===== src/rtl/tcprw_pkg.sv =====
`timescale 1ns / 1ps
// ----------------------------------------------------------------------------
// tcprw_pkg
// shared widths, request and phase codes, command/status types and helpers
// for the reno window controller
// ----------------------------------------------------------------------------
package tcprw_pkg;

  localparam int unsigned DATA_W = 32;
  localparam int unsigned SEG_W  = 16;
  localparam int unsigned DUP_W  = 8;
  localparam int unsigned REQ_W  = 3;
  localparam int unsigned PH_W   = 2;
  localparam int unsigned CNT_W  = $clog2(DATA_W);

  // request codes
  localparam logic [REQ_W-1:0] REQ_ACK     = 3'd0;
  localparam logic [REQ_W-1:0] REQ_DUP     = 3'd1;
  localparam logic [REQ_W-1:0] REQ_TIMEOUT = 3'd2;
  localparam logic [REQ_W-1:0] REQ_PARTIAL = 3'd3;
  localparam logic [REQ_W-1:0] REQ_REINIT  = 3'd4;

  // phase codes
  localparam logic [PH_W-1:0] PH_SLOW  = 2'd0;
  localparam logic [PH_W-1:0] PH_AVOID = 2'd1;
  localparam logic [PH_W-1:0] PH_RECOV = 2'd2;

  localparam logic [DUP_W-1:0] DUP_TRIGGER = 8'd3;
  localparam logic [SEG_W-1:0] SEG_RESET   = 16'd1400;

  // controller to datapath
  typedef struct packed {
    logic capture;
    logic div_start;
    logic apply;
    logic load_out;
  } tcprw_cmd_t;

  // datapath to controller
  typedef struct packed {
    logic need_pre_div;
    logic div_done;
  } tcprw_sts_t;

  function automatic logic [DATA_W-1:0] sat_add(input logic [DATA_W-1:0] a,
                                                input logic [DATA_W-1:0] b);
    logic [DATA_W:0] sum;
    sum = {1'b0, a} + {1'b0, b};
    return sum[DATA_W] ? {DATA_W{1'b1}} : sum[DATA_W-1:0];
  endfunction

endpackage


===== src/rtl/tcprw_div.sv =====
`timescale 1ns / 1ps
// ----------------------------------------------------------------------------
// tcprw_div
// restoring divider, one quotient bit per cycle, zero divisor gives zero
// ----------------------------------------------------------------------------
module tcprw_div (
  input  logic                          clk_i,
  input  logic                          rst_ni,
  input  logic                          start_i,
  input  logic [tcprw_pkg::DATA_W-1:0]  dividend_i,
  input  logic [tcprw_pkg::SEG_W-1:0]   divisor_i,
  output logic                          done_o,
  output logic [tcprw_pkg::DATA_W-1:0]  quotient_o
);
  import tcprw_pkg::*;

  logic              busy_q;
  logic              done_q;
  logic [CNT_W-1:0]  cnt_q;
  logic [DATA_W-1:0] dvd_q;
  logic [SEG_W-1:0]  rem_q;
  logic [SEG_W:0]    rem_sh;
  logic [SEG_W:0]    rem_sub;
  logic              fits;

  assign rem_sh  = {rem_q, dvd_q[DATA_W-1]};
  assign fits    = rem_sh >= {1'b0, divisor_i};
  assign rem_sub = rem_sh - {1'b0, divisor_i};

  always_ff @(posedge clk_i or negedge rst_ni) begin
    if (!rst_ni) begin
      busy_q <= 1'b0;
      done_q <= 1'b0;
      cnt_q  <= '0;
    end else begin
      done_q <= 1'b0;
      if (start_i) begin
        busy_q <= 1'b1;
        cnt_q  <= '0;
      end else if (busy_q) begin
        cnt_q <= cnt_q + 1'b1;
        if (cnt_q == CNT_W'(DATA_W - 1)) begin
          busy_q <= 1'b0;
          done_q <= 1'b1;
        end
      end
    end
  end

  // dividend register doubles as quotient shift register
  always_ff @(posedge clk_i) begin
    if (start_i) begin
      dvd_q <= dividend_i;
      rem_q <= '0;
    end else if (busy_q) begin
      dvd_q <= {dvd_q[DATA_W-2:0], fits};
      rem_q <= fits ? rem_sub[SEG_W-1:0] : rem_sh[SEG_W-1:0];
    end
  end

  assign done_o     = done_q;
  assign quotient_o = (divisor_i == '0) ? '0 : dvd_q;

  a_no_restart : assert property (@(posedge clk_i) disable iff (!rst_ni)
    start_i |-> !busy_q)
    else $error("divider restarted while busy");

  a_done_idle : assert property (@(posedge clk_i) disable iff (!rst_ni)
    done_q |-> !busy_q && $past(busy_q))
    else $error("divider done without a finished run");

  a_busy_from_start : assert property (@(posedge clk_i) disable iff (!rst_ni)
    $rose(busy_q) |-> $past(start_i))
    else $error("divider busy without a start");

endmodule


===== src/rtl/tcprw_datapath.sv =====
`timescale 1ns / 1ps
// ----------------------------------------------------------------------------
// tcprw_datapath
// window state, event capture, update logic, divider and result registers
// ----------------------------------------------------------------------------
module tcprw_datapath (
  input  logic                          clk_i,
  input  logic                          rst_ni,
  input  tcprw_pkg::tcprw_cmd_t         cmd_i,
  output tcprw_pkg::tcprw_sts_t         sts_o,
  input  logic                          cfg_we_i,
  input  logic [tcprw_pkg::SEG_W-1:0]   cfg_wdata_i,
  input  logic [tcprw_pkg::REQ_W-1:0]   req_type_i,
  input  logic [tcprw_pkg::DATA_W-1:0]  ack_number_i,
  input  logic [tcprw_pkg::DUP_W-1:0]   reported_dup_count_i,
  input  logic [tcprw_pkg::DATA_W-1:0]  flow_window_i,
  output logic                          ack_result_o,
  output logic                          retransmit_now_o,
  output logic [tcprw_pkg::DATA_W-1:0]  window_bytes_o,
  output logic [tcprw_pkg::DATA_W-1:0]  window_segments_o,
  output logic [tcprw_pkg::DATA_W-1:0]  threshold_bytes_o,
  output logic [tcprw_pkg::PH_W-1:0]    phase_code_o,
  output logic [tcprw_pkg::DATA_W-1:0]  effective_window_o
);
  import tcprw_pkg::*;

  // window state
  logic [SEG_W-1:0]  seg_q;
  logic [DATA_W-1:0] cwnd_q, cwnd_d;
  logic [DATA_W-1:0] thr_q, thr_d;
  logic [PH_W-1:0]   phase_q, phase_d;
  logic [DATA_W-1:0] aac_q, aac_d;
  logic [DUP_W-1:0]  dup_q, dup_d;
  logic [DATA_W-1:0] last_q, last_d;
  logic              grew_q, grew_d;
  logic              retx_q, retx_d;

  // captured transaction
  logic [REQ_W-1:0]  req_q;
  logic [DATA_W-1:0] ack_q;
  logic [DUP_W-1:0]  rep_q;
  logic [DATA_W-1:0] flow_q;

  // result registers
  logic              res_ack_q, res_retx_q;
  logic [DATA_W-1:0] res_win_q, res_wseg_q, res_thr_q, res_eff_q;
  logic [PH_W-1:0]   res_phase_q;

  logic              div_done;
  logic [DATA_W-1:0] quot;

  logic [DATA_W-1:0] seg_ext, seg_x2, seg_x3, seg_x16, half;
  logic [DATA_W-1:0] thr_cut, cwnd_rec, cwnd_inc;
  logic              ack_gt, ack_eq;
  logic [PH_W-1:0]   phase_g;
  logic [DATA_W-1:0] aac_g, aac_i;
  logic [DUP_W-1:0]  dup_inc;

  tcprw_div u_div (
    .clk_i      (clk_i),
    .rst_ni     (rst_ni),
    .start_i    (cmd_i.div_start),
    .dividend_i (cwnd_q),
    .divisor_i  (seg_q),
    .done_o     (div_done),
    .quotient_o (quot)
  );

  assign seg_ext  = DATA_W'(seg_q);
  assign seg_x2   = DATA_W'({seg_q, 1'b0});
  assign seg_x3   = seg_x2 + seg_ext;
  assign seg_x16  = DATA_W'({seg_q, 4'b0000});
  assign half     = {1'b0, cwnd_q[DATA_W-1:1]};
  assign thr_cut  = (half > seg_x2) ? half : seg_x2;
  assign cwnd_rec = sat_add(thr_cut, seg_x3);
  assign cwnd_inc = sat_add(cwnd_q, seg_ext);

  assign ack_gt  = ack_q > last_q;
  assign ack_eq  = ack_q == last_q;
  assign phase_g = (ack_gt && phase_q == PH_RECOV) ? PH_AVOID : phase_q;
  assign aac_g   = (ack_gt && phase_q == PH_RECOV) ? '0 : aac_q;
  assign aac_i   = (aac_g == '1) ? aac_g : aac_g + 1'b1;
  assign dup_inc = (dup_q == '1) ? dup_q : dup_q + 1'b1;

  // avoidance growth compares against cwnd / segment size first
  assign sts_o.need_pre_div = (req_q == REQ_ACK) && !ack_eq && (phase_g == PH_AVOID);
  assign sts_o.div_done     = div_done;

  always_comb begin
    cwnd_d  = cwnd_q;
    thr_d   = thr_q;
    phase_d = phase_q;
    aac_d   = aac_q;
    dup_d   = dup_q;
    last_d  = last_q;
    grew_d  = 1'b0;
    retx_d  = 1'b0;
    case (req_q)
      REQ_ACK: begin
        if (ack_eq) begin
          dup_d = dup_inc;
          if (dup_inc == DUP_TRIGGER && phase_q != PH_RECOV) begin
            thr_d   = thr_cut;
            cwnd_d  = cwnd_rec;
            phase_d = PH_RECOV;
            aac_d   = '0;
            dup_d   = '0;
            grew_d  = 1'b1;
            retx_d  = 1'b1;
          end
        end else begin
          if (ack_gt) begin
            dup_d  = '0;
            last_d = ack_q;
          end
          phase_d = phase_g;
          aac_d   = aac_g;
          case (phase_g)
            PH_SLOW: begin
              cwnd_d = cwnd_inc;
              grew_d = 1'b1;
              if (cwnd_inc >= thr_q) begin
                phase_d = PH_AVOID;
                aac_d   = '0;
              end
            end
            PH_AVOID: begin
              if (aac_i >= quot) begin
                cwnd_d = cwnd_inc;
                aac_d  = '0;
                grew_d = 1'b1;
              end else begin
                aac_d = aac_i;
              end
            end
            default: ;
          endcase
        end
      end
      REQ_DUP: begin
        dup_d = rep_q;
        if (rep_q >= DUP_TRIGGER && phase_q != PH_RECOV) begin
          thr_d   = thr_cut;
          cwnd_d  = cwnd_rec;
          phase_d = PH_RECOV;
          aac_d   = '0;
          dup_d   = '0;
          retx_d  = 1'b1;
        end
      end
      REQ_TIMEOUT: begin
        thr_d   = thr_cut;
        cwnd_d  = seg_ext;
        dup_d   = '0;
        aac_d   = '0;
        phase_d = PH_SLOW;
      end
      REQ_PARTIAL: begin
        if (phase_q == PH_RECOV) begin
          cwnd_d = cwnd_inc;
        end
      end
      REQ_REINIT: begin
        cwnd_d  = seg_ext;
        thr_d   = seg_x16;
        phase_d = PH_SLOW;
        aac_d   = '0;
        dup_d   = '0;
        last_d  = '0;
      end
      default: ;
    endcase
  end

  always_ff @(posedge clk_i or negedge rst_ni) begin
    if (!rst_ni) begin
      seg_q   <= SEG_RESET;
      cwnd_q  <= DATA_W'(SEG_RESET);
      thr_q   <= DATA_W'({SEG_RESET, 4'b0000});
      phase_q <= PH_SLOW;
      aac_q   <= '0;
      dup_q   <= '0;
      last_q  <= '0;
      grew_q  <= 1'b0;
      retx_q  <= 1'b0;
    end else begin
      if (cfg_we_i) begin
        seg_q <= cfg_wdata_i;
      end
      if (cmd_i.apply) begin
        cwnd_q  <= cwnd_d;
        thr_q   <= thr_d;
        phase_q <= phase_d;
        aac_q   <= aac_d;
        dup_q   <= dup_d;
        last_q  <= last_d;
        grew_q  <= grew_d;
        retx_q  <= retx_d;
      end
    end
  end

  always_ff @(posedge clk_i) begin
    if (cmd_i.capture) begin
      req_q  <= req_type_i;
      ack_q  <= ack_number_i;
      rep_q  <= reported_dup_count_i;
      flow_q <= flow_window_i;
    end
    if (cmd_i.load_out) begin
      res_ack_q   <= grew_q;
      res_retx_q  <= retx_q;
      res_win_q   <= cwnd_q;
      res_wseg_q  <= quot;
      res_thr_q   <= thr_q;
      res_phase_q <= phase_q;
      res_eff_q   <= (cwnd_q < flow_q) ? cwnd_q : flow_q;
    end
  end

  assign ack_result_o       = res_ack_q;
  assign retransmit_now_o   = res_retx_q;
  assign window_bytes_o     = res_win_q;
  assign window_segments_o  = res_wseg_q;
  assign threshold_bytes_o  = res_thr_q;
  assign phase_code_o       = res_phase_q;
  assign effective_window_o = res_eff_q;

endmodule


===== src/rtl/tcprw_ctrl.sv =====
`timescale 1ns / 1ps
// ----------------------------------------------------------------------------
// tcprw_ctrl
// sequencer: capture, optional divide, apply, divide for result, hand off
// ----------------------------------------------------------------------------
module tcprw_ctrl (
  input  logic                   clk_i,
  input  logic                   rst_ni,
  input  logic                   in_valid_i,
  output logic                   in_ready_o,
  output logic                   out_valid_o,
  input  logic                   out_ready_i,
  output tcprw_pkg::tcprw_cmd_t  cmd_o,
  input  tcprw_pkg::tcprw_sts_t  sts_i
);
  import tcprw_pkg::*;

  typedef enum logic [2:0] {
    ST_IDLE,
    ST_CHECK,
    ST_WAIT_PRE,
    ST_APPLY,
    ST_START_OUT,
    ST_WAIT_OUT,
    ST_LOAD
  } state_e;

  state_e state_q;
  logic   out_valid_q;
  logic   slot_free;

  assign slot_free = !out_valid_q || out_ready_i;

  always_comb begin
    cmd_o           = '0;
    cmd_o.capture   = (state_q == ST_IDLE) && in_valid_i;
    cmd_o.div_start = (state_q == ST_START_OUT) ||
                      ((state_q == ST_CHECK) && sts_i.need_pre_div);
    cmd_o.apply     = (state_q == ST_APPLY);
    cmd_o.load_out  = (state_q == ST_LOAD) && slot_free;
  end

  assign in_ready_o  = (state_q == ST_IDLE);
  assign out_valid_o = out_valid_q;

  always_ff @(posedge clk_i or negedge rst_ni) begin
    if (!rst_ni) begin
      state_q     <= ST_IDLE;
      out_valid_q <= 1'b0;
    end else begin
      // a load refills the slot in the same cycle the old result leaves
      if (cmd_o.load_out) begin
        out_valid_q <= 1'b1;
      end else if (out_valid_q && out_ready_i) begin
        out_valid_q <= 1'b0;
      end
      unique case (state_q)
        ST_IDLE: begin
          if (in_valid_i) begin
            state_q <= ST_CHECK;
          end
        end
        ST_CHECK: begin
          state_q <= sts_i.need_pre_div ? ST_WAIT_PRE : ST_APPLY;
        end
        ST_WAIT_PRE: begin
          if (sts_i.div_done) begin
            state_q <= ST_APPLY;
          end
        end
        ST_APPLY: begin
          state_q <= ST_START_OUT;
        end
        ST_START_OUT: begin
          state_q <= ST_WAIT_OUT;
        end
        ST_WAIT_OUT: begin
          if (sts_i.div_done) begin
            state_q <= ST_LOAD;
          end
        end
        ST_LOAD: begin
          if (slot_free) begin
            state_q <= ST_IDLE;
          end
        end
        default: begin
          state_q <= ST_IDLE;
        end
      endcase
    end
  end

  a_done_in_wait : assert property (@(posedge clk_i) disable iff (!rst_ni)
    sts_i.div_done |-> (state_q == ST_WAIT_PRE || state_q == ST_WAIT_OUT))
    else $error("divider finished outside a wait state");

  a_apply_then_div : assert property (@(posedge clk_i) disable iff (!rst_ni)
    cmd_o.apply |=> cmd_o.div_start)
    else $error("result divide not started after update");

  a_valid_from_load : assert property (@(posedge clk_i) disable iff (!rst_ni)
    $rose(out_valid_q) |-> $past(state_q == ST_LOAD))
    else $error("result raised without a load");

endmodule


===== src/rtl/tcp_reno_window_controller_unit.sv =====
`timescale 1ns / 1ps
// ----------------------------------------------------------------------------
// tcp_reno_window_controller_unit
// reno-style congestion window controller, one result per event
// ----------------------------------------------------------------------------
// usage
//   input channel in_valid_i/in_ready_o carries one event transaction (request
//   type, ack number, reported duplicate count, flow window); output channel
//   out_valid_o/out_ready_i carries one result transaction per event
//   in_ready_o is high only while the sequencer is idle: one event at a time
//   in_ready_o returns as the result loads, so with a ready receiver the next
//   event is taken only after the last one's result has loaded; the shared
//   serial divider (one quotient bit per cycle) paces each event, running
//   once for cwnd / segment size before the avoidance compare, for acks that
//   land in congestion avoidance, and once for the window_segments result
//   result registers sit between the sides, so a new event is taken while a
//   finished result still waits; a stalled receiver only holds the next
//   result at its load step
//   reset sets segment size 1400, window 1400, threshold 22400, slow start,
//   all counters and the last ack to zero; the user, not the block, ensures
//   that segment size is written through cfg_we_i/cfg_wdata_i only while no
//   event is in flight
// ----------------------------------------------------------------------------
module tcp_reno_window_controller_unit (
  input  logic                          clk_i,
  input  logic                          rst_ni,
  // configuration
  input  logic                          cfg_we_i,
  input  logic [tcprw_pkg::SEG_W-1:0]   cfg_wdata_i,
  // event channel
  input  logic                          in_valid_i,
  output logic                          in_ready_o,
  input  logic [tcprw_pkg::REQ_W-1:0]   req_type_i,
  input  logic [tcprw_pkg::DATA_W-1:0]  ack_number_i,
  input  logic [tcprw_pkg::DUP_W-1:0]   reported_dup_count_i,
  input  logic [tcprw_pkg::DATA_W-1:0]  flow_window_i,
  // result channel
  output logic                          out_valid_o,
  input  logic                          out_ready_i,
  output logic                          ack_result_o,
  output logic                          retransmit_now_o,
  output logic [tcprw_pkg::DATA_W-1:0]  window_bytes_o,
  output logic [tcprw_pkg::DATA_W-1:0]  window_segments_o,
  output logic [tcprw_pkg::DATA_W-1:0]  threshold_bytes_o,
  output logic [tcprw_pkg::PH_W-1:0]    phase_code_o,
  output logic [tcprw_pkg::DATA_W-1:0]  effective_window_o
);
  import tcprw_pkg::*;

  // command and status between sequencer and datapath
  tcprw_cmd_t cmd;
  tcprw_sts_t sts;

  // sequencer: owns both handshakes and the step order
  tcprw_ctrl u_ctrl (
    .clk_i       (clk_i),
    .rst_ni      (rst_ni),
    .in_valid_i  (in_valid_i),
    .in_ready_o  (in_ready_o),
    .out_valid_o (out_valid_o),
    .out_ready_i (out_ready_i),
    .cmd_o       (cmd),
    .sts_i       (sts)
  );

  // datapath: window state, update rules, divider, result registers
  tcprw_datapath u_dp (
    .clk_i                (clk_i),
    .rst_ni               (rst_ni),
    .cmd_i                (cmd),
    .sts_o                (sts),
    .cfg_we_i             (cfg_we_i),
    .cfg_wdata_i          (cfg_wdata_i),
    .req_type_i           (req_type_i),
    .ack_number_i         (ack_number_i),
    .reported_dup_count_i (reported_dup_count_i),
    .flow_window_i        (flow_window_i),
    .ack_result_o         (ack_result_o),
    .retransmit_now_o     (retransmit_now_o),
    .window_bytes_o       (window_bytes_o),
    .window_segments_o    (window_segments_o),
    .threshold_bytes_o    (threshold_bytes_o),
    .phase_code_o         (phase_code_o),
    .effective_window_o   (effective_window_o)
  );

endmodule


===== config.mk =====
export PLATFORM = sky130hd
export DESIGN_NAME = tcp_reno_window_controller_unit
export DESIGN_NICKNAME = d
export VERILOG_FILES = /design/src/rtl/tcprw_pkg.sv /design/src/rtl/tcprw_div.sv /design/src/rtl/tcprw_datapath.sv /design/src/rtl/tcprw_ctrl.sv /design/src/rtl/tcp_reno_window_controller_unit.sv
export SDC_FILE = /design/constraint.sdc
export NUM_CORES = 1
export LEC_CHECK = 0
export CORE_ASPECT_RATIO = 0.9
export CORE_UTILIZATION = 40
export CTS_CLUSTER_DIAMETER = 200
export DETAILED_ROUTE_END_ITERATION = 10
export DONT_BUFFER_PORTS = 1
export PLACE_DENSITY = 0.63
export SYNTH_ARGS = -nofsm -noshare
export SYNTH_HDL_FRONTEND = slang
export SYNTH_HIERARCHICAL = 1
export SYNTH_SLANG_ARGS = --single-unit

===== constraint.sdc =====
create_clock -name clk_i -period 12.2 [get_ports clk_i]
set_input_delay 1.22 -clock clk_i [delete_from_list [all_inputs] [get_ports clk_i]]
set_output_delay 1.22 -clock clk_i [all_outputs]
set_load 0.01 [all_outputs]

==> results.txt, run 1 <==
----------------------------------------------------
[Routing]
  Starting DRC count in detailed routing ... 1897
  Count of unresolved DRC violations after routing ... 0
  Via density per instance ... 5.83
  Drt wl/cell ... approximately 23 um
  Detail Route Antenna Nets ... 0
  Total via count in the routed design ... 19092
  First drt pass iteration count ... 7
  Drt total wl ... around 77000 um

[Pwr]
  Power density relative to cell area ... 256 nW/um^2
  Internal power summed over all cells ... between 4000 and 5000 uW
  Maximum vdd ir drop ... 0.000122 V
  Leak pwr ... 0.0111 uW
  Part of the total power dissipated in sequential elements ... 0.350
  Relative contribution of combinational cells to total power ... 0.438
  Switching part of the total power ... 0.417
  Part of the total power dissipated in the clock network ... 0.212
  Switching power summed over all nets ... 2920 uW

[Synthesis]
  Mean Syn Cell Area ... roughly 10 um^2
  Compound-Gate Fraction of Synth Area ... 0.158
  Total of warnings raised by yosys ... 6
  Count of state elements after synthesis ... 420
  Fraction of the yosys area taken by sequential cells ... 0.466
  Post-Synthesis Cells ... 2425
  Number of nets produced by synthesis ... ~2700
  Area of the mapped netlist ... 25000 um^2
  Post-synthesis share of cell area spent on xor and xnor gates ... 0.0322
  Share of synthesized area spent on multiplexers ... 0.0427
  Main flop type after synthesis ... edfxtp_1
  Share of async-settable or async-resettable flops after synthesis ... 0.395
  Post-synthesis share of cell area spent on full adders, half adders and majority gates ... 0.113
  Number of enable flip-flop cells after synthesis ... 238
  Simple-gate portion of the synthesized area ... 0.140
  Count of cell types in the netlist ... 105
  Largest family of logic cells by synthesized area ... compound AO/OA/AOI/OAI gates

[Final layout]
  Most frequent cells in the layout ... 238 x edfxtp_1, 222 x nand2_1, 197 x ha_1, 195 x inv_1, 151 x nor2_1
  Final layout net count ... 2708
  Final Instance Count excl. Fillers ... 3273
  Leading cell type in the layout, fill and taps excluded ... edfxtp_1
  Share of cells above drive strength 1 ... 0.0993
  Signed area change from the synthesized netlist to the final layout ... 9.62%

[GRT]
  Maximum number of pins on one net before global-route repair ... roughly 170
  Via count of the first global-routing pass ... around 19000
  GRT Overall Usage ... 0.239
  Initial antenna violation count ... 9
  Aggregate global routing overflow ... 0
  First-pass GRT wire length ... 115000 um

[STA]
  Post-layout min period ... 8.53 ns
  Hold Vio Cnt, Final ... 0
  Finish-stage setup viols ... 0
  Maximum clock rate ... 117 MHz
  Count of final max-slew check failures ... 0
  Tcrit/Tclk final ... 0.699
  Worst clock skew ... 0.0279 ns
  Hold Slack ... 0.318 ns
  Setup_tns ... 0 ns
  Least-Margin Pin Slew ... 1.18 ns
  Worst slew margin ... 0.193
  Least setup slack across all paths after layout ... 3.67 ns
  Setup repair after global routing missed its margin ... no

[Clocking]
  Buffer depth of the longest clock path ... 3
  CTS buffer count ... 47
  Clock latency at the later pin of the worst-skew pair ... 0.60 ns
  H-tree level count ... 2
  Number of gates resized after CTS ... 0
  TritonCTS sink count ... 420
  CTS tree ... done
  Root buf cell ... clkbuf_16
  Clock transition at path regs ... 0.07 ns
  Post-CTS repair timing setup buffer count ... 0
  Total of hold buffers inserted after clock tree synthesis ... 0

[Floorplan]
  Chip Width ... 266 um
  Boundary Pins ... between 200 and 250
  Initial standard-cell utilization of the core ... 0.406
  Die Footprint ... between 60000 and 70000 um^2
  Num rows ... 86
  Core Footprint ... around 60000 um^2
  Height of the die ... roughly 240 um

[Run]
  Total of max-cap violations ... 0

[Setup path]
  Setup slack of the most critical reg-to-reg path ... about 3.7 ns
  Family of cells with the greatest summed delay on the critical path ... simple AND/OR/NAND/NOR gates
  Max incr delay on CP ... roughly 0.89 ns
  CP max FO ... 24
  Start-to-end type of the worst setup path ... reg2reg
  Critical path required time ... 12.71 ns
  CP endpoint kind ... flip-flop
  Critical path data arrival time ... 9.04 ns
  Crit-path slowest cell ... a2111oi_4
  Startpoint types ... flip-flop
  Worst path bufs/invs ... 1

[Placement]
  Routability congestion estimate from global placement ... between 0.9 and 1
  Detailed placer's ending HPWL ... 55300 um
  Instance count after placement with tap cells included ... 3184
  Setup slack at placement ... 3.81 ns
  Number of buffer cells added on primary ports ... 0

[Min path]
  HP Class ... in2async

[Status]
  Status ... finished, final reports clean

----------------------------------------------------
==> cell type report <==
| class | count | area (um^2) |
|---|---|---|
| fillers | 5851 | 34100 |
| multi-input cells | 1708 | 12200 |
| flip-flops and latches | 420 | 11600 |
| clock buffers | 57 | 1240 |
| well taps | 836 | 1050 |
| inverters | 195 | 732 |
| clock inverters | 31 | 360 |
| repair buffers | 25 | 188 |
| diodes | 1 | 2.50 |
==> flip-flops by register name, summed over array words and instances, names as in the netlist, 32 cells and up <==
name and count:
u_dp/effective_window_o 32, u_dp/cwnd_q 32, u_dp/u_div/dvd_q 32, u_dp/window_bytes_o 32, u_dp/aac_q 32, u_dp/flow_q 32, u_dp/window_segments_o 32, u_dp/last_q 32
u_dp/ack_q 32
==> metal layers <==
| layer | part of all wire | up-vias | wire [um] | GRT usage |
|---|---|---|---|---|
| met3 | 0.092 | 152 | 7040 | 0.0570 |
| met1 | 0.44 | 9347 | 33600 | 0.328 |
| met4 | 0.031 | 12 | 2360 | 0.0760 |
| met5 | 0.0013 | - | 97 | 0 |
| li1 | - | 8790 | - | - |
| met2 | 0.44 | 791 | 33500 | 0.370 |
==> metrics by stage <==
stage	utilization	cell area [um^2]	power [uW]
floorplan	-	25000	4500
finish	0.445	27400	7010
global route	0.445	27400	7440
detailed placement	0.419	25800	5480
global placement	0.419	25800	5390
CTS	0.445	27400	7000
==> worst paths after layout <==
kind	start	end	cells after the start
max	u_dp/ack_q[11]$_DFFE_PP_	u_dp/aac_q[25]$_DFFE_PN0P_	27
min	rst_ni	u_dp/cwnd_q[27]$_DFFE_PN0P_	0
max reg2reg	u_dp/ack_q[11]$_DFFE_PP_	u_dp/aac_q[25]$_DFFE_PN0P_	27
min reg2reg	u_dp/retx_q$_DFFE_PN0P_	u_dp/retransmit_now_o$_DFFE_PP_	0
max in group asynchronous	rst_ni	u_dp/thr_q[8]$_DFFE_PN1P_	0
min in group clk_i	u_dp/retx_q$_DFFE_PN0P_	u_dp/retransmit_now_o$_DFFE_PP_	0
==> Yosys cell counts, types with 18 or more instances <==
| master | instances | share of area |
|---|---|---|
| a211oi_1 | 31 | 0.0093 |
| a21o_1 | 37 | 0.011 |
| a21oi_1 | 146 | 0.029 |
| a31oi_1 | 36 | 0.0090 |
| and2_1 | 43 | 0.011 |
| and3_1 | 23 | 0.0058 |
| clkbuf_1 | 69 | 0.010 |
| dfrtp_1 | 148 | 0.15 |
| dfstp_2 | 18 | 0.019 |
| edfxtp_1 | 238 | 0.29 |
| fa_1 | 18 | 0.014 |
| ha_1 | 197 | 0.099 |
| inv_1 | 195 | 0.029 |
| mux2_2 | 77 | 0.035 |
| mux2i_1 | 20 | 0.0080 |
| nand2_1 | 224 | 0.034 |
| nand2b_1 | 25 | 0.0063 |
| nand3_1 | 56 | 0.011 |
| nand4_1 | 33 | 0.0083 |
| nor2_1 | 152 | 0.023 |
| nor2b_1 | 20 | 0.0050 |
| nor3_1 | 48 | 0.0096 |
| o211ai_1 | 18 | 0.0054 |
| o21ai_0 | 146 | 0.029 |
| xnor2_1 | 55 | 0.019 |
| xor2_1 | 37 | 0.013 |
==> cell families after synthesis <==
kind of cell,count (synthesis)
adders and majority gates,215
muxes,97
DFF,420
xor gates and xnor gates,92
buffers and inverters,297
other,1
and+or+nand+nor,705
AOI/OAI and AO/OA,598
==> power by group through the flow <==
stage	Sequential (uW)	Clock, uW	Combinational [uW]
global route	2490	1570	3380
floorplan	2210	0	2290
global placement	2460	0	2930
detailed placement	2470	0	3010
CTS	2450	1520	3030
finish	2450	1490	3070
(Power assumes the default switching activity.)
==> run 2, diff against run 1 <==
ABC_AREA = 1   (was unset)
PLACE_DENSITY = 0.65   (was 0.63)
clock period = 7.1 ns   (was 12.2 ns; I/O delays follow)
==> run 2 against run 1 <==
  * Global-route usage grew 0.31 points
  * Critical path depth increased by 7
  * Highest routed layer unchanged
  * Sequential share of layout area shrank 2.4 points
  * Non-clock buffer count is 22 higher
  * Critical endpoint is now u_dp/cwnd_q[30]$_DFFE_PN0P_
  * Total power down 16%
==> results.txt, run 2 <==
----------------------------------------------------
[Status]
  Status ... finished, final reports clean

[Synthesis]
  Mean Syn Cell Area ... 8.15 um^2
  Post-Synthesis Cells ... 3234
  Simple-gate portion of the synthesized area ... 0.235
  Top cells by area, synth ... edfxtp_1 27%, dfrtp_1 14%, nand2_1 12%
  Cell taking the most area after synthesis ... edfxtp_1
  Post-synthesis share of cell area spent on xor and xnor gates ... 0.0140
  Main flop type after synthesis ... edfxtp_1
  Fraction of the yosys area taken by sequential cells ... 0.442
  Compound-Gate Fraction of Synth Area ... 0.115
  Share of synthesized area spent on multiplexers ... 0
  Total of warnings raised by yosys ... 6
  Largest family of logic cells by synthesized area ... simple AND/OR/NAND/NOR gates
  Share of async-settable or async-resettable flops after synthesis ... 0.395
  Top cells by count, synth ... 841 x nand2_1, 455 x inv_1, 272 x o21ai_0
  Area of the mapped netlist ... 26400 um^2
  Count of cell types in the netlist ... approximately 60
  Share of the synthesized area in the top cell type ... 0.271
  Library cell with the highest instance count after synthesis ... nand2_1
  Number of enable flip-flop cells after synthesis ... 238
  Number of nets produced by synthesis ... around 3500
  Count of state elements after synthesis ... 420
  Post-synthesis share of cell area spent on full adders, half adders and majority gates ... 0.107

[Setup path]
  CP max FO ... 29
  Crit-path slowest cell ... edfxtp_1
  Top cell by count, worst path ... nand2_1
  Startpoint types ... flip-flop
  CP endpoint kind ... flip-flop
  Critical path required time ... 7.62 ns
  Max incr delay on CP ... 0.39 ns
  Start-to-end type of the worst setup path ... reg2reg
  Critical path data arrival time ... between 6 and 7 ns

[Final layout]
  Leading cell type in the layout, fill and taps excluded ... nand2_1
  Fin util ... 0.450
  Most frequent cells in the layout ... 839 x nand2_1, 455 x inv_1, 272 x o21ai_0, 238 x edfxtp_1, 198 x nor2_1
  Number of filler instances in the final layout ... ~6300
  Share of cells above drive strength 1 ... 0.0755
  Final layout net count ... ~3500
  Signed area change from the synthesized netlist to the final layout ... 10.3%

[STA]
  Count of final max-slew check failures ... 0
  Worst slew margin ... 0.212
  Least-Margin Pin Slew ... 1.18 ns
  Hold Vio Cnt, Final ... 0
  Worst clock skew ... around 0.035 ns
  Finish-stage setup viols ... 0
  Maximum clock rate ... 155 MHz
  Setup_tns ... 0 ns
  Tcrit/Tclk final ... 0.911
  Post-layout min period ... 6.47 ns
  Setup repair after global routing missed its margin ... no

[GRT]
  Initial antenna violation count ... 9
  Maximum number of pins on one net before global-route repair ... 149
  Via count of the first global-routing pass ... 20489
  GRT Overall Usage ... 0.242
  First-pass GRT wire length ... roughly 120000 um
  Aggregate global routing overflow ... 0

[Pwr]
  Part of the total power dissipated in sequential elements ... 0.444
  Maximum vdd ir drop ... 0.000215 V
  Relative contribution of combinational cells to total power ... 0.097
  Part of the total power dissipated in the clock network ... 0.460
  Switching part of the total power ... 0.251
  Internal power summed over all cells ... 4390 uW
  Switching power summed over all nets ... between 1000 and 1500 uW
  Power density relative to cell area ... around 200 nW/um^2
  Leak pwr ... around 0.013 uW

[Placement]
  Detailed placer's ending HPWL ... 59800 um
  Number of buffer cells added on primary ports ... 0
  Routability congestion estimate from global placement ... 0.949

[Floorplan]
  Core Footprint ... ~65000 um^2
  Die Footprint ... 66900 um^2
  Initial standard-cell utilization of the core ... 0.408
  Boundary Pins ... 230
  Num rows ... slightly below 90
  Height of the die ... 246 um
  Chip Width ... 273 um

[Routing]
  Via density per instance ... 5.36
  Drt wl/cell ... approximately 20 um
  Starting DRC count in detailed routing ... 2267
  Count of unresolved DRC violations after routing ... 0
  Detail Route Antenna Nets ... 0
  First drt pass iteration count ... 6
  Total via count in the routed design ... about 22000
  Drt total wl ... approximately 82000 um

[Clocking]
  TritonCTS sink count ... 420
  Root buf cell ... clkbuf_16
  H-tree level count ... 2
  CTS tree ... done
  Clock transition at path regs ... 0.07 ns
  Buffer depth of the longest clock path ... 3
  CTS buffer count ... 48
  Clock latency at the later pin of the worst-skew pair ... 0.61 ns
  Post-CTS repair timing setup buffer count ... 0

[Run]
  Total of max-cap violations ... 0

[Min path]
  HP Class ... in2async

----------------------------------------------------
-- run 2: power groups by stage --
stage / sequential, uW / clock (uW) / combinational, uW
after floorplan: 2640 / 0 / 383
after global placement: 2650 / 0 / 526
after detailed placement: 2650 / 0 / 523
after CTS: 2600 / 2760 / 555
after global routing: 2600 / 2840 / 626
final: 2600 / 2690 / 567
-- run 2: what timing repair did --
action | 4_1_cts | 5_1_grt
hold buffers | 2 | 0
endpoints found under the setup margin | 0 | 20
endpoints found under the hold margin | 148 | 0
resized for setup | 0 | 2
-- run 2: worst paths after layout --
check,slack (ns),end,cells past startpoint,startpoint
max reg2reg,0.63,u_dp/cwnd_q[30]$_DFFE_PN0P_,34,u_dp/ack_q[11]$_DFFE_PP_
max in group asynchronous,6.29,u_dp/last_q[2]$_DFFE_PN0P_,1,rst_ni
min in group clk_i,0.19,u_dp/req_q[2]$_DFFE_PP_,0,req_type_i[2]
max,0.63,u_dp/cwnd_q[30]$_DFFE_PN0P_,34,u_dp/ack_q[11]$_DFFE_PP_
min,0.05,u_dp/aac_q[2]$_DFFE_PN0P_,1,rst_ni
min reg2reg,0.45,u_dp/threshold_bytes_o[30]$_DFFE_PP_,0,u_dp/thr_q[30]$_DFFE_PN0P_
-- run 2: cell type report --
class	instances	area, um^2	share of cell area
Tap cell	855	1070	0.0368
Clock inverter	25	338	0.0116
Antenna cell	2	5.00	0.000172
Timing Repair Buffer	47	385	0.0133
Multi-Input combinational cell	2239	12500	0.429
Inverter	476	1790	0.0615
Clock buffer	65	1370	0.0471
Sequential cell	420	11600	0.400
-- run 2: kinds of logic (layout without fill, tap and decap cells) --
kind of cell / Yosys count / in the layout
AND/OR/NAND/NOR: 1428 / 1428
buffers and inverters: 575 / 613
AO/OA/AOI/OAI: 553 / 553
flip-flops: 420 / 420
adder cells (fa/ha/maj): 215 / 215
XOR/XNOR: 42 / 42
other: 1 / 3
-- run 2: through the flow --
stage | hold WS, ns | area (um^2) | setup WS (ns) | instances | total power, uW
2_1_floorplan | 0.414 | 26400 | 0.278 | 3234 | 3020
3_5_place_dp | 0.427 | 27300 | 0.538 | 4035 | 3170
6_report | 0.0476 | 29100 | 0.631 | 4129 | 5860
4_1_cts | 0.135 | 29100 | 0.516 | 4127 | 5910
5_1_grt | 0.130 | 29100 | 0.0358 | 4127 | 6060
3_3_place_gp | 0.427 | 27300 | 0.595 | 4035 | 3170
-- run 2: critical path, delay by kind of cell, from the launching register on --
| kind | cells | cell delay (ns) |
|---|---|---|
| flops | 1 | 0.39 |
| buf+inv | 6 | 1.03 |
| fa+ha+maj | 3 | 0.90 |
| simple gates | 21 | 3.41 |
| compound gates | 4 | 0.64 |
-- run 2: routing by layer --
metal / track usage / up-vias / wire length [um]
li1: - / 10760 / -
met1: 0.342 / 10337 / 37200
met2: 0.370 / 874 / 35600
met3: 0.0499 / 130 / 6530
met4: 0.0706 / 14 / 2100
met5: 0 / - / 91
==> run 3, diff against run 2 <==
PLACE_DENSITY = 0.63   (was 0.65)
clock period = 6.1 ns   (was 7.1 ns; I/O delays follow)
==> run 3 against run 2 <==
  * The flow now finishes with violations (negative hold slack)
  * Worst setup slack got worse by 0.21 ns
  * Cell area is 0.63% higher
  * Global-route usage up 0.098 points
  * Count of clock-buffer cells in the layout did not move
  * Critical path depth is 6 lower
  * Via count up 0.14%
  * Critical path type unchanged
  * Clock power grew 8.2%
==> results.txt, run 3 (same netlist as run 2, synthesis figures left out) <==
----------------------------------------------------
[Floorplan]
  Initial standard-cell utilization of the core ... 0.408
  Chip Width ... 273 um
  Height of the die ... 246 um
  Core Footprint ... 64600 um^2
  Boundary Pins ... 230
  Die Footprint ... 66900 um^2
  Num rows ... between 80 and 90

[Placement]
  Number of buffer cells added on primary ports ... 0
  Detailed placer's ending HPWL ... 60400 um
  Routability congestion estimate from global placement ... 0.987
  Instance count after placement with tap cells included ... 4068

[Final layout]
  Signed area change from the synthesized netlist to the final layout ... 11.0%
  Most frequent cells in the layout ... 838 x nand2_1, 455 x inv_1, 269 x o21ai_0, 238 x edfxtp_1
  Leading cell type in the layout, fill and taps excluded ... nand2_1
  Share of cells above drive strength 1 ... 0.0829
  Final layout net count ... 3575
  Final Instance Count excl. Fillers ... 4167

[Routing]
  Via density per instance ... 5.31
  Count of unresolved DRC violations after routing ... 0
  Drt wl/cell ... 19.5 um
  Total via count in the routed design ... 22147
  First drt pass iteration count ... 6
  Drt total wl ... 81400 um
  Detail Route Antenna Nets ... 0
  Starting DRC count in detailed routing ... 2145

[Clocking]
  Post-CTS repair timing setup buffer count ... 0
  Clock latency at the later pin of the worst-skew pair ... 0.62 ns
  CTS buffer count ... 48
  TritonCTS sink count ... 420
  Clock transition at path regs ... 0.07 ns
  Buffer depth of the longest clock path ... 3
  CTS tree ... done
  Root buf cell ... clkbuf_16
  H-tree level count ... 2

[GRT]
  First-pass GRT wire length ... 125000 um
  Via count of the first global-routing pass ... 20818
  Aggregate global routing overflow ... 0
  Maximum number of pins on one net before global-route repair ... 167
  GRT Overall Usage ... 0.243
  Initial antenna violation count ... 13

[Pwr]
  Switching power summed over all nets ... 1690 uW
  Maximum vdd ir drop ... 0.000268 V
  Internal power summed over all cells ... slightly below 5000 uW
  Relative contribution of combinational cells to total power ... 0.103
  Part of the total power dissipated in the clock network ... 0.440
  Switching part of the total power ... 0.255
  Power density relative to cell area ... 226 nW/um^2
  Leak pwr ... between 0.01 and 0.015 uW
  Part of the total power dissipated in sequential elements ... 0.457

[Setup path]
  CP max FO ... 22
  Worst path bufs/invs ... 5
  Critical path required time ... 6.63 ns
  Crit-path slowest cell ... dfstp_2
  Startpoint types ... flip-flop
  Start-to-end type of the worst setup path ... reg2reg
  Critical path data arrival time ... 6.21 ns
  CP endpoint kind ... flip-flop
  Setup slack of the most critical reg-to-reg path ... 0.42 ns
  Family of cells with the greatest summed delay on the critical path ... compound AO/OA/AOI/OAI gates
  Max incr delay on CP ... 0.64 ns

[STA]
  Hold Slack ... -0.0936 ns
  Hold Vio Cnt, Final ... 15
  Worst slew margin ... 0.224
  Worst clock skew ... roughly 0.032 ns
  Maximum clock rate ... ~180 MHz
  Setup_tns ... 0 ns
  Least-Margin Pin Slew ... around 1.2 ns
  Tcrit/Tclk final ... 0.932
  Count of final max-slew check failures ... 0
  Post-layout min period ... between 5 and 6 ns
  Finish-stage setup viols ... 0
  Setup repair after global routing missed its margin ... no

[Run]
  Total of max-cap violations ... 0

[Status]
  Violations in the final reports ... negative hold slack
  Status ... finished, violations left

[Min path]
  HP Class ... in2async

----------------------------------------------------
==> run 3: cell count changes in the layout (fill, tap and decap cells not counted), sizes merged <==
cell      previous run  this run
clkinv              15        18
diode                2         8
inv                479       476
bufinv               7         5
buf                 47        79
clkinvlp             0         2
==> run 3: cell type report <==
class	count	area, um^2
Antenna cell	8	20.0
Clock buffer	65	1270
Clock inverter	25	292
Fill cell	6392	35400
Inverter	476	1790
Multi-Input combinational cell	2239	12500
Sequential cell	420	11600
Tap cell	855	1070
Timing Repair Buffer	79	663
==> run 3: power by group through the flow <==
| stage | Combinational, uW | Sequential (uW) | Clock [uW] |
|---|---|---|---|
| final | 680 | 3020 | 2910 |
| after floorplan | 446 | 3070 | 0 |
| after global placement | 635 | 3070 | 0 |
| after global routing | 760 | 3020 | 3080 |
| after CTS | 664 | 3020 | 2980 |
| after detailed placement | 632 | 3070 | 0 |
==> run 3: per-layer routing <==
layer  up-vias  global-route usage  part of all wire
met1     10262               0.342              0.46
met3       154              0.0549             0.086
met5         -                   0           0.00074
met4        10              0.0826             0.032
li1      10829                   -                 -
met2       892               0.365              0.43
==> run 3: final timing paths <==
kind | from | to | cells after the start
setup / recovery | u_dp/seg_q[8]$_DFFE_PN1P_ | u_dp/cwnd_q[13]$_DFFE_PN0P_ | 28
hold / removal | rst_ni | u_dp/aac_q[28]$_DFFE_PN0P_ | 1
setup reg to reg | u_dp/seg_q[8]$_DFFE_PN1P_ | u_dp/cwnd_q[13]$_DFFE_PN0P_ | 28
hold reg to reg | u_dp/thr_q[21]$_DFFE_PN0P_ | u_dp/threshold_bytes_o[21]$_DFFE_PP_ | 0
max in group asynchronous | rst_ni | u_dp/seg_q[7]$_DFFE_PN0P_ | 1
min in group clk_i | cfg_we_i | u_dp/seg_q[8]$_DFFE_PN1P_ | 1
==> run 3: worst reg2reg max path, delay by kind of cell (launching register included) <==
family	cells	cell delay [ns]
AND/OR/NAND/NOR	9	1.10
buffers and inverters	5	0.74
AO/OA/AOI/OAI	10	1.69
adder cells (fa/ha/maj)	3	1.16
flip-flops	1	0.64
XOR/XNOR	1	0.27
==> run 3: timing repair <==
| action | in CTS | in global routing |
|---|---|---|
| hold buffers | 1 | 0 |
| endpoints found under the setup margin | 0 | 38 |
| gates resized for setup | 0 | 13 |
| hold endpoints to repair | 166 | 0 |
==> run 3: metrics by stage <==
stage	cell area (um^2)	hold WS, ns	power (uW)	setup WS, ns	util
4_1_cts	29200	0.0390	6660	0.169	0.452
5_1_grt	29200	0.0405	6860	0.0170	0.452
3_5_place_dp	27600	0.326	3710	0.220	0.427
3_3_place_gp	27600	0.325	3710	0.260	0.427
6_report	29300	-0.0936	6610	0.418	0.453
2_1_floorplan	26400	0.314	3520	1.22	-
